**src/rtl/tup_pkg.sv**
```systemverilog
package tup_pkg;

  localparam int TUP_VALUE_WIDTH = 64;
  localparam int TUP_MAX_CHARS   = 4096;
  localparam int TUP_QUEUE_DEPTH = 2;

  localparam int TUP_RADIX_W = 6;
  localparam int TUP_CH_W    = 8;
  localparam int TUP_END_W   = 12;

  localparam logic [TUP_END_W-1:0]   TUP_END_MAX     = '1;
  localparam logic [TUP_RADIX_W-1:0] TUP_RADIX_RESET = 6'd10;
  localparam logic [TUP_RADIX_W-1:0] TUP_RADIX_AUTO  = 6'd0;
  localparam logic [TUP_RADIX_W-1:0] TUP_RADIX_BAD   = 6'd1;
  localparam logic [TUP_RADIX_W-1:0] TUP_RADIX_MAX   = 6'd36;
  localparam logic [TUP_RADIX_W-1:0] TUP_BASE_OCT    = 6'd8;
  localparam logic [TUP_RADIX_W-1:0] TUP_BASE_DEC    = 6'd10;
  localparam logic [TUP_RADIX_W-1:0] TUP_BASE_HEX    = 6'd16;
  localparam logic [TUP_RADIX_W-1:0] TUP_DIGIT_NONE  = 6'd63;

  // character codes
  localparam logic [TUP_CH_W-1:0] CH_TAB   = 8'h09;
  localparam logic [TUP_CH_W-1:0] CH_CR    = 8'h0D;
  localparam logic [TUP_CH_W-1:0] CH_SPACE = 8'h20;
  localparam logic [TUP_CH_W-1:0] CH_PLUS  = 8'h2B;
  localparam logic [TUP_CH_W-1:0] CH_MINUS = 8'h2D;
  localparam logic [TUP_CH_W-1:0] CH_0     = 8'h30;
  localparam logic [TUP_CH_W-1:0] CH_9     = 8'h39;
  localparam logic [TUP_CH_W-1:0] CH_UA    = 8'h41;
  localparam logic [TUP_CH_W-1:0] CH_UX    = 8'h58;
  localparam logic [TUP_CH_W-1:0] CH_UZ    = 8'h5A;
  localparam logic [TUP_CH_W-1:0] CH_LA    = 8'h61;
  localparam logic [TUP_CH_W-1:0] CH_LX    = 8'h78;
  localparam logic [TUP_CH_W-1:0] CH_LZ    = 8'h7A;
  localparam logic [TUP_CH_W-1:0] CH_ALPHA_OFS = 8'h37;  // 'A' - 10
  localparam logic [TUP_CH_W-1:0] CH_LOWER_OFS = 8'h57;  // 'a' - 10

  typedef enum logic [2:0] {
    PH_IDLE,
    PH_LEAD,
    PH_SIGNED,
    PH_ZERO,
    PH_XSEEN,
    PH_DIGITS
  } phase_t;

  typedef enum logic [1:0] {
    DS_NONE,
    DS_SOME,
    DS_OVER
  } digit_status_t;

  // one classified byte
  typedef struct packed {
    logic                   start;
    logic [TUP_RADIX_W-1:0] radix;
    logic [TUP_RADIX_W-1:0] digit;
    logic                   is_space;
    logic                   is_minus;
    logic                   is_plus;
    logic                   is_x;
  } token_t;

endpackage

```
**src/rtl/tup_front.sv**
```systemverilog
module tup_front import tup_pkg::*; (
  input  logic                   clk,
  input  logic                   rst_n,
  input  logic                   in_valid,
  output logic                   in_ready,
  input  logic [TUP_CH_W-1:0]    in_ch,
  input  logic                   in_start_req,
  input  logic                   cfg_wr_en,
  input  logic [TUP_RADIX_W-1:0] cfg_wr_data,
  input  logic                   q_full,
  output logic                   q_push,
  output token_t                 q_tok
);

  logic [TUP_RADIX_W-1:0] radix_r;
  logic [TUP_CH_W-1:0]    digit_wide;

  always_ff @(posedge clk) begin
    if (!rst_n) begin
      radix_r <= TUP_RADIX_RESET;
    end else if (cfg_wr_en) begin
      radix_r <= cfg_wr_data;
    end
  end

  always_comb begin
    if (in_ch inside {[CH_0:CH_9]}) begin
      digit_wide = in_ch - CH_0;
    end else if (in_ch inside {[CH_UA:CH_UZ]}) begin
      digit_wide = in_ch - CH_ALPHA_OFS;
    end else if (in_ch inside {[CH_LA:CH_LZ]}) begin
      digit_wide = in_ch - CH_LOWER_OFS;
    end else begin
      digit_wide = TUP_CH_W'(TUP_DIGIT_NONE);
    end
  end

  always_comb begin
    q_tok.start    = in_start_req;
    q_tok.radix    = radix_r;
    q_tok.digit    = digit_wide[TUP_RADIX_W-1:0];
    q_tok.is_space = (in_ch == CH_SPACE) || (in_ch inside {[CH_TAB:CH_CR]});
    q_tok.is_minus = (in_ch == CH_MINUS);
    q_tok.is_plus  = (in_ch == CH_PLUS);
    q_tok.is_x     = (in_ch == CH_LX) || (in_ch == CH_UX);
  end

  assign in_ready = !q_full;
  assign q_push   = in_valid && !q_full;

endmodule

```
**src/rtl/tup_fifo.sv**
```systemverilog
module tup_fifo import tup_pkg::*; #(
  parameter int DEPTH = TUP_QUEUE_DEPTH
) (
  input  logic   clk,
  input  logic   rst_n,
  input  logic   push,
  input  token_t wr_tok,
  output logic   full,
  input  logic   pop,
  output token_t rd_tok,
  output logic   not_empty
);

  localparam int PW = $clog2(DEPTH);
  localparam int CW = $clog2(DEPTH + 1);

  token_t          slots [DEPTH];
  logic [PW-1:0]   wr_ptr_r, rd_ptr_r;
  logic [CW-1:0]   cnt_r;

  function automatic logic [PW-1:0] ptr_inc(input logic [PW-1:0] p);
    return (p == PW'(DEPTH - 1)) ? '0 : p + PW'(1);
  endfunction

  always_ff @(posedge clk) begin
    if (push) begin
      slots[wr_ptr_r] <= wr_tok;
    end
  end

  always_ff @(posedge clk) begin
    if (!rst_n) begin
      wr_ptr_r <= '0;
      rd_ptr_r <= '0;
      cnt_r    <= '0;
    end else begin
      if (push) begin
        wr_ptr_r <= ptr_inc(wr_ptr_r);
      end
      if (pop) begin
        rd_ptr_r <= ptr_inc(rd_ptr_r);
      end
      if (push && !pop) begin
        cnt_r <= cnt_r + CW'(1);
      end else if (pop && !push) begin
        cnt_r <= cnt_r - CW'(1);
      end
    end
  end

  assign rd_tok    = slots[rd_ptr_r];
  assign full      = (cnt_r == CW'(DEPTH));
  assign not_empty = (cnt_r != '0);

  ap_cnt_bound: assert property (@(posedge clk) disable iff (!rst_n)
    cnt_r <= CW'(DEPTH))
    else $error("queue count beyond depth");

  ap_no_pop_empty: assert property (@(posedge clk) disable iff (!rst_n)
    pop |-> not_empty)
    else $error("pop from empty queue");

  ap_ptr_gap: assert property (@(posedge clk) disable iff (!rst_n)
    (cnt_r == '0) |-> (wr_ptr_r == rd_ptr_r))
    else $error("queue pointers disagree with count");

endmodule

```
**src/rtl/tup_back.sv**
```systemverilog
module tup_back import tup_pkg::*; #(
  parameter int VALUE_WIDTH = TUP_VALUE_WIDTH,
  parameter int MAX_CHARS   = TUP_MAX_CHARS
) (
  input  logic                   clk,
  input  logic                   rst_n,
  input  logic                   tok_valid,
  input  token_t                 tok,
  output logic                   tok_ready,
  output logic                   out_valid,
  input  logic                   out_ready,
  output logic [VALUE_WIDTH-1:0] out_value,
  output logic [TUP_END_W-1:0]   out_end_offset,
  output logic                   out_overflow,
  output logic                   out_any_digits
);

  localparam int IW = $clog2(MAX_CHARS);
  localparam int XW = (IW > TUP_END_W) ? IW : TUP_END_W;
  localparam int PW = VALUE_WIDTH + TUP_RADIX_W + 1;

  phase_t                 ph_r, ph_nxt, ph_c;
  digit_status_t          ds_r, ds_nxt, ds_c;
  logic [VALUE_WIDTH-1:0] acc_r, acc_nxt, acc_c;
  logic [TUP_RADIX_W-1:0] base_r, base_nxt, base_c;
  logic                   minus_r, minus_nxt, minus_c;
  logic [IW-1:0]          idx_r, idx_nxt, idx_c;

  logic                   out_valid_r;
  logic [VALUE_WIDTH-1:0] out_value_r;
  logic [TUP_END_W-1:0]   out_end_r;
  logic                   out_ovf_r, out_any_r;

  logic                   pop, bad_radix;
  logic                   to_signed, to_digits, do_acc;
  logic [PW-1:0]          acc_prod, acc_sum;
  logic                   acc_ovf;

  logic                   em;
  logic [VALUE_WIDTH-1:0] em_value;
  logic [TUP_END_W-1:0]   em_end;
  logic                   em_ovf, em_any;

  function automatic logic [TUP_END_W-1:0] sat_end(input logic [IW-1:0] i);
    logic [XW-1:0] e;
    e = XW'(i);
    return (e > XW'(TUP_END_MAX)) ? TUP_END_MAX : e[TUP_END_W-1:0];
  endfunction

  // state as seen by this byte, after a start clears it
  always_comb begin
    ph_c    = tok.start ? PH_LEAD : ph_r;
    ds_c    = tok.start ? DS_NONE : ds_r;
    acc_c   = tok.start ? '0 : acc_r;
    base_c  = tok.start ? tok.radix : base_r;
    minus_c = tok.start ? 1'b0 : minus_r;
    idx_c   = tok.start ? '0 : idx_r;
  end

  assign bad_radix = tok.start && ((tok.radix == TUP_RADIX_BAD) || (tok.radix > TUP_RADIX_MAX));

  // base is 6 bits wide: a VALUE_WIDTH by 6 multiply, then the digit add.
  // acc_c is zero whenever base_c differs from base_r
  assign acc_prod = PW'(acc_c) * PW'(base_r);
  assign acc_sum  = acc_prod + PW'(tok.digit);
  assign acc_ovf  = |acc_sum[PW-1:VALUE_WIDTH];

  always_comb begin
    ph_nxt    = ph_c;
    ds_nxt    = ds_c;
    acc_nxt   = acc_c;
    base_nxt  = base_c;
    minus_nxt = minus_c;
    idx_nxt   = idx_c;
    to_signed = 1'b0;
    to_digits = 1'b0;
    do_acc    = 1'b0;
    em        = 1'b0;
    em_value  = '0;
    em_end    = '0;
    em_ovf    = 1'b0;
    em_any    = 1'b0;

    case (ph_c)
      PH_LEAD: begin
        if (tok.is_space) begin
        end else if (tok.is_minus) begin
          minus_nxt = 1'b1;
          ph_nxt    = PH_SIGNED;
        end else if (tok.is_plus) begin
          ph_nxt = PH_SIGNED;
        end else begin
          to_signed = 1'b1;
        end
      end
      PH_SIGNED: begin
        to_signed = 1'b1;
      end
      PH_ZERO: begin
        if (tok.is_x) begin
          base_nxt = TUP_BASE_HEX;
          ph_nxt   = PH_XSEEN;
        end else begin
          if (base_c == TUP_RADIX_AUTO) begin
            base_nxt = TUP_BASE_OCT;
          end
          ph_nxt    = PH_DIGITS;
          to_digits = 1'b1;
        end
      end
      PH_XSEEN: begin
        if (tok.digit < TUP_BASE_HEX) begin
          do_acc = 1'b1;
        end else begin
          // "0x" with no hex digit: the zero is the number
          em     = 1'b1;
          em_end = sat_end(idx_c - IW'(1));
          em_any = 1'b1;
          ph_nxt = PH_IDLE;
        end
      end
      PH_DIGITS: begin
        to_digits = 1'b1;
      end
      default: begin
      end
    endcase

    if (to_signed) begin
      if ((tok.digit == '0) && ((base_c == TUP_RADIX_AUTO) || (base_c == TUP_BASE_HEX))) begin
        acc_nxt = '0;
        ds_nxt  = DS_SOME;
        ph_nxt  = PH_ZERO;
      end else begin
        if (base_c == TUP_RADIX_AUTO) begin
          base_nxt = TUP_BASE_DEC;
        end
        to_digits = 1'b1;
      end
    end

    if (to_digits) begin
      if (tok.digit < base_nxt) begin
        do_acc = 1'b1;
      end else begin
        em     = 1'b1;
        ph_nxt = PH_IDLE;
        case (ds_c)
          DS_OVER: begin
            em_value = '1;
            em_end   = sat_end(idx_c);
            em_ovf   = 1'b1;
            em_any   = 1'b1;
          end
          DS_SOME: begin
            em_value = minus_c ? (VALUE_WIDTH'(0) - acc_c) : acc_c;
            em_end   = sat_end(idx_c);
            em_any   = 1'b1;
          end
          default: begin
          end
        endcase
      end
    end

    if (do_acc && (ds_c != DS_OVER)) begin
      if (acc_ovf) begin
        ds_nxt  = DS_OVER;
        acc_nxt = '1;
      end else begin
        ds_nxt  = DS_SOME;
        acc_nxt = acc_sum[VALUE_WIDTH-1:0];
      end
    end
    if (do_acc) begin
      ph_nxt = PH_DIGITS;
    end

    if ((ph_c != PH_IDLE) && (idx_c < IW'(MAX_CHARS - 1))) begin
      idx_nxt = idx_c + IW'(1);
    end

    // bad radix ends the string on the start byte itself
    if (bad_radix) begin
      em       = 1'b1;
      em_value = '0;
      em_end   = '0;
      em_ovf   = 1'b0;
      em_any   = 1'b0;
      ph_nxt   = PH_IDLE;
      acc_nxt  = '0;
      ds_nxt   = DS_NONE;
      base_nxt = tok.radix;
      idx_nxt  = '0;
    end
  end

  assign pop       = tok_valid && (!out_valid_r || out_ready);
  assign tok_ready = pop;

  always_ff @(posedge clk) begin
    if (!rst_n) begin
      ph_r    <= PH_IDLE;
      ds_r    <= DS_NONE;
      acc_r   <= '0;
      base_r  <= '0;
      minus_r <= 1'b0;
      idx_r   <= '0;
    end else if (pop) begin
      ph_r    <= ph_nxt;
      ds_r    <= ds_nxt;
      acc_r   <= acc_nxt;
      base_r  <= base_nxt;
      minus_r <= minus_nxt;
      idx_r   <= idx_nxt;
    end
  end

  always_ff @(posedge clk) begin
    if (!rst_n) begin
      out_valid_r <= 1'b0;
    end else if (pop && em) begin
      out_valid_r <= 1'b1;
    end else if (out_ready) begin
      out_valid_r <= 1'b0;
    end
  end

  always_ff @(posedge clk) begin
    if (pop && em) begin
      out_value_r <= em_value;
      out_end_r   <= em_end;
      out_ovf_r   <= em_ovf;
      out_any_r   <= em_any;
    end
  end

  assign out_valid      = out_valid_r;
  assign out_value      = out_value_r;
  assign out_end_offset = out_end_r;
  assign out_overflow   = out_ovf_r;
  assign out_any_digits = out_any_r;

  ap_none_zero: assert property (@(posedge clk) disable iff (!rst_n)
    (ds_r == DS_NONE) |-> (acc_r == '0))
    else $error("accumulator nonzero before any digit");

  ap_over_ones: assert property (@(posedge clk) disable iff (!rst_n)
    (ds_r == DS_OVER) |-> (&acc_r))
    else $error("overflow without saturated accumulator");

  ap_xseen_hex: assert property (@(posedge clk) disable iff (!rst_n)
    (ph_r == PH_XSEEN) |-> ((base_r == TUP_BASE_HEX) && (ds_r == DS_SOME)))
    else $error("prefix phase without hex base");

  ap_ovf_result: assert property (@(posedge clk) disable iff (!rst_n)
    (out_valid_r && out_ovf_r) |-> (out_any_r && (&out_value_r)))
    else $error("overflow result not saturated");

  ap_empty_result: assert property (@(posedge clk) disable iff (!rst_n)
    (out_valid_r && !out_any_r) |-> ((out_value_r == '0) && (out_end_r == '0)))
    else $error("result without digits carries data");

endmodule

```
**src/rtl/text_to_unsigned_parser_core.sv**
```systemverilog
// channel  | handshake                  | payload
// ---------+----------------------------+------------------------------------------
// in       | in_valid / in_ready        | in_ch, in_start_req
// out      | out_valid / out_ready      | out_value, out_end_offset, out_overflow,
//          |                            | out_any_digits
// cfg      | cfg_wr_en (no wait)        | cfg_wr_data (radix)
//
// one byte per cycle sustained unless out stalls; the ending byte of a result
// passes the queue, then the multiply-add and result register in the back end
// back end: a byte each cycle unless out stalls; a base-by-value multiply and add
// rst_n is synchronous; radix resets to 10, parser idles until a start byte
// out stall holds the back end; the 2-entry queue keeps taking bytes until full
module text_to_unsigned_parser_core import tup_pkg::*; #(
  parameter int VALUE_WIDTH = TUP_VALUE_WIDTH,
  parameter int MAX_CHARS   = TUP_MAX_CHARS,
  parameter int QUEUE_DEPTH = TUP_QUEUE_DEPTH
) (
  input  logic                   clk,
  input  logic                   rst_n,
  input  logic                   in_valid,
  output logic                   in_ready,
  input  logic [TUP_CH_W-1:0]    in_ch,
  input  logic                   in_start_req,
  output logic                   out_valid,
  input  logic                   out_ready,
  output logic [VALUE_WIDTH-1:0] out_value,
  output logic [TUP_END_W-1:0]   out_end_offset,
  output logic                   out_overflow,
  output logic                   out_any_digits,
  input  logic                   cfg_wr_en,
  input  logic [TUP_RADIX_W-1:0] cfg_wr_data
);

  token_t push_tok, pop_tok;
  logic   q_push, q_full, q_pop, q_not_empty;

  tup_front u_front (
    .clk          (clk),
    .rst_n        (rst_n),
    .in_valid     (in_valid),
    .in_ready     (in_ready),
    .in_ch        (in_ch),
    .in_start_req (in_start_req),
    .cfg_wr_en    (cfg_wr_en),
    .cfg_wr_data  (cfg_wr_data),
    .q_full       (q_full),
    .q_push       (q_push),
    .q_tok        (push_tok)
  );

  tup_fifo #(
    .DEPTH (QUEUE_DEPTH)
  ) u_fifo (
    .clk       (clk),
    .rst_n     (rst_n),
    .push      (q_push),
    .wr_tok    (push_tok),
    .full      (q_full),
    .pop       (q_pop),
    .rd_tok    (pop_tok),
    .not_empty (q_not_empty)
  );

  tup_back #(
    .VALUE_WIDTH (VALUE_WIDTH),
    .MAX_CHARS   (MAX_CHARS)
  ) u_back (
    .clk            (clk),
    .rst_n          (rst_n),
    .tok_valid      (q_not_empty),
    .tok            (pop_tok),
    .tok_ready      (q_pop),
    .out_valid      (out_valid),
    .out_ready      (out_ready),
    .out_value      (out_value),
    .out_end_offset (out_end_offset),
    .out_overflow   (out_overflow),
    .out_any_digits (out_any_digits)
  );

endmodule
```
**config.mk**
```make
export PLATFORM = sky130hd
export DESIGN_NAME = text_to_unsigned_parser_core
export DESIGN_NICKNAME = d
export VERILOG_FILES = /design/src/rtl/tup_pkg.sv /design/src/rtl/tup_front.sv /design/src/rtl/tup_fifo.sv /design/src/rtl/tup_back.sv /design/src/rtl/text_to_unsigned_parser_core.sv
export SDC_FILE = /design/constraint.sdc
export NUM_CORES = 1
export LEC_CHECK = 0
export BUFFER_PORTS_ARGS = -buffer_cell sky130_fd_sc_hd__buf_2
export CELL_PAD_IN_SITES_DETAIL_PLACEMENT = 0
export CELL_PAD_IN_SITES_GLOBAL_PLACEMENT = 1
export CORE_ASPECT_RATIO = 1.75
export CORE_UTILIZATION = 30
export DETAILED_ROUTE_END_ITERATION = 16
export GPL_TIMING_DRIVEN = 0
export PLACE_DENSITY = 0.58
export SLEW_MARGIN = 20
export SYNTH_ARGS = -nofsm -noshare
export SYNTH_HDL_FRONTEND = slang
export SYNTH_HIERARCHICAL = 1
export SYNTH_SLANG_ARGS = --single-unit
```
**constraint.sdc**
```tcl
create_clock -name clk -period 16.95 [get_ports clk]
set_clock_uncertainty 0.05 [all_clocks]
set_input_delay 0.8475 -clock clk [delete_from_list [all_inputs] [get_ports clk]]
set_output_delay 0.8475 -clock clk [all_outputs]
set_load 0.05 [all_outputs]
```
==> impl_metrics.csv <==
group,metric,value,unit
drt,ant_nets,0,
yosys,ys_seq_area_share,21.3,%
clock_tree,htree_levels,1,
timing,fin_crit,12.62,ns
worst_hold_path,hp-class,"reg -> reg",
timing,clock.fmax,79.2,MHz
grt,grt_pass1_vias,23600,
clock_tree,cts_root_buf,"clkbuf_16",
timing,finalHoldViolCount,0,
clock_tree,tritoncts,"built",
timing,slew_headroom,19.4,%
grt,grt-ovfl-total,0,
setup_path,crit_fanout,10,
cells_and_area,syn_to_final_growth,10.7,%
yosys,ys.flop_type,"edfxtp_1",
yosys,synth_most_common_cell,"and2_1",
grt,antenna_found_initial,9,
place,place_inst,4042,
floorplanning,die_w,221,um
place,detailed_place_hpwl,87.3,mm
setup_path,cp_slowest_cell,"o21ai_0",
flow_run,max_cap_viol_count,0,
cells_and_area,final_cells,4087,
floorplanning,start_util,30.3,%
drt,avgViaCountPerCell,5.47,
floorplanning,die-area,85200,um2
yosys,synth_edf_count,112,
floorplanning,die_y,385,um
yosys,syn_area,25200,um2
setup_path,end_kind,"flop",
setup_path,start_kind,"flop",
clock_tree,ctsResizeCount,0,
cells_and_area,nets,3444,
drt,vias,22400,
timing,rsz0062_at_grt,"false",
yosys,ys_types,98,
timing,worst_pin_slew,1.21,ns
pwr,p_per_area,88.0,nW/um2
setup_path,cpMostUsedCell,"buf_2",
clock_tree,cts_buffers,23,
drt,routedWlPerCell,25.9,um
drt,drt-initial-drc-count,1470,
clock_tree,path_clk_slew,0.08,ns
floorplanning,ios,100,
drt,first_pass_iters,5,
grt,grt_max_degree,27,
pwr,total_power,2.46,mW
setup_path,arrival,12.95,ns
floorplanning,core_area,83200,um2
yosys,synth_seq_cells,212,
place,port_buffers,97,
yosys,synthTopCellsByArea,"fa_1 (20%), edfxtp_1 (13%), ha_1 (8.4%), dfxtp_1 (7.9%), and2_1 (7.9%)",
clock_tree,cts.sinks,212,
clock_tree,insertion_delay,0.58,ns
clock_tree,post_cts_buffers,0,
yosys,synthesis.nets,3318,
drt,drc_errors,0,
setup_path,critPathTopFamily,"buffers and inverters",
yosys,synth_top_area_share,20.0,%
yosys,syn-instance-count,2876,
yosys,syn_area_per_cell,8.76,um2
cells_and_area,drive_gt1_share,8.05,%
grt,track_usage,24.8,%
clock_tree,clk_path_buf_depth,3,
cells_and_area,utilization,33.5,%
timing,fin_hold_ws,0.398,ns
yosys,yosysWarningCount,6,
grt,grt_pass1_wl,155,mm
setup_path,crit_required,17.28,ns
floorplanning,placementRows,140,
timing,timing.final.crit_share,74.5,%
timing,drv_slew,0,
timing,finalSetupViolCount,0,
yosys,synthArstFlopShare,0,%
setup_path,critPathKind,"reg -> reg",
setup_path,crit_buf_inv,14,
drt,routed_wl,106,mm
clock_tree,hold_buffers,0,
setup_path,worst_path_largest_cell_delay,0.84,ns
place,place.gp.congestion,0.964,
pwr,leakagePower,12.4,nW
yosys,synthTopCellsByCount,"and2_1 (317), a21oi_1 (257), nor2_1 (257)",
pwr,vdd_drop_max,64.2,uV
yosys,synth_top_cell_by_area,"fa_1",
timing,fin_tns_setup,0,ns
run_status,status,"finished, final reports clean",
-- worst paths after layout --
path / from / cells past startpoint / slack (ns) / endpoint
hold / removal: u_back/ds_r[0] / 2 / 0.40 / u_back/ds_r[0]
setup reg to reg: flop / 33 / 4.33 / u_back/acc_r[28]
setup / recovery: flop / 33 / 4.33 / u_back/acc_r[28]
hold reg to reg: u_back/ds_r[0] / 2 / 0.40 / u_back/ds_r[0]
-- where the power goes --
group | total (mW) | switching [mW] | internal, mW
sequential | 0.687 | 0.0443 | 0.643
combinational | 1.24 | 0.950 | 0.295
clock | 0.525 | 0.234 | 0.290
total | 2.46 | 1.23 | 1.23
-- registers in the layout (all words and copies together) (netlist names), 2 cells and up, named ones only --
signal                 count
u_back/ph_r                3
u_front/radix_r            6
u_back/out_value          64
u_fifo/cnt_r               2
u_back/idx_r              12
u_fifo/slots              34
u_back/ds_r                2
u_back/acc_r              64
u_back/base_r              6
u_back/out_end_offset     12
-- layer usage --
metal	track usage (%)	vias up	share of wire (%)
li1	-	10200	-
met1	24.5	11200	34
met2	45.4	627	51
met3	2.09	271	3.5
met4	24.8	6	12
met5	0	-	0.032
-- per-stage QoR --
stage / area, um2 / setup WS (ns)
2_1_floorplan: 25200 / 8.81
3_3_place_gp: 27000 / 4.33
3_5_place_dp: 27100 / 4.77
4_1_cts: 27900 / 4.73
5_1_grt: 27900 / 4.12
6_report: 27900 / 4.33
-- tightest hold or removal path: stages (launching register included) --
cell and delay (ns):
dfxtp_1 0.31, nand2_1 0.05, a21boi_1 0.05
-- kinds of logic after synthesis --
| family | Yosys count | synth area share, % |
|---|---|---|
| fa+ha+maj | 422 | 28.5 |
| buf+inv | 278 | 4.42 |
| compound gates | 651 | 16.3 |
| mux | 31 | 1.34 |
| simple gates | 1167 | 24.2 |
| flops | 212 | 21.3 |
| xor+xnor | 115 | 4.00 |
-- area by class of cell --
cell class	count	area, um2
Multi-Input combinational cell	2386	18700
Clock inverter	10	104
Fill cell	8830	55300
Antenna cell	4	10.0
Clock buffer	31	657
Buffer	200	830
Inverter	78	293
Tap cell	1065	1330
Timing Repair Buffer	101	572
Sequential cell	212	5370
-- placed cells by master (no fill, tap or decap), types with 8 or more instances in the layout --
cell type | Yosys | routed
clkbuf_2 | 1 | 8
and3_1 | 69 | 69
a21oi_1 | 257 | 257
a21o_1 | 27 | 27
nand4_1 | 38 | 38
or3_1 | 16 | 16
inv_1 | 77 | 77
xnor2_1 | 85 | 85
a31oi_1 | 14 | 13
mux2i_1 | 9 | 9
o211ai_1 | 14 | 14
mux2_2 | 21 | 21
o21ai_1 | 13 | 13
a211oi_1 | 16 | 16
or2_2 | 12 | 12
o21ai_0 | 116 | 116
o21bai_1 | 12 | 12
nor4_1 | 19 | 19
nor2b_1 | 84 | 82
ha_1 | 170 | 170
clkbuf_16 | 0 | 23
o21a_1 | 13 | 13
fa_1 | 252 | 252
o31ai_1 | 80 | 80
and2_1 | 317 | 317
xor2_1 | 30 | 30
buf_2 | 26 | 123
nor3_1 | 49 | 49
nor2_1 | 257 | 257
nand2b_1 | 12 | 12
nand3_1 | 26 | 26
nand2_1 | 232 | 232
dfxtp_1 | 100 | 100
clkbuf_1 | 158 | 154
edfxtp_1 | 112 | 112
Power figures use the tool's default switching activity.
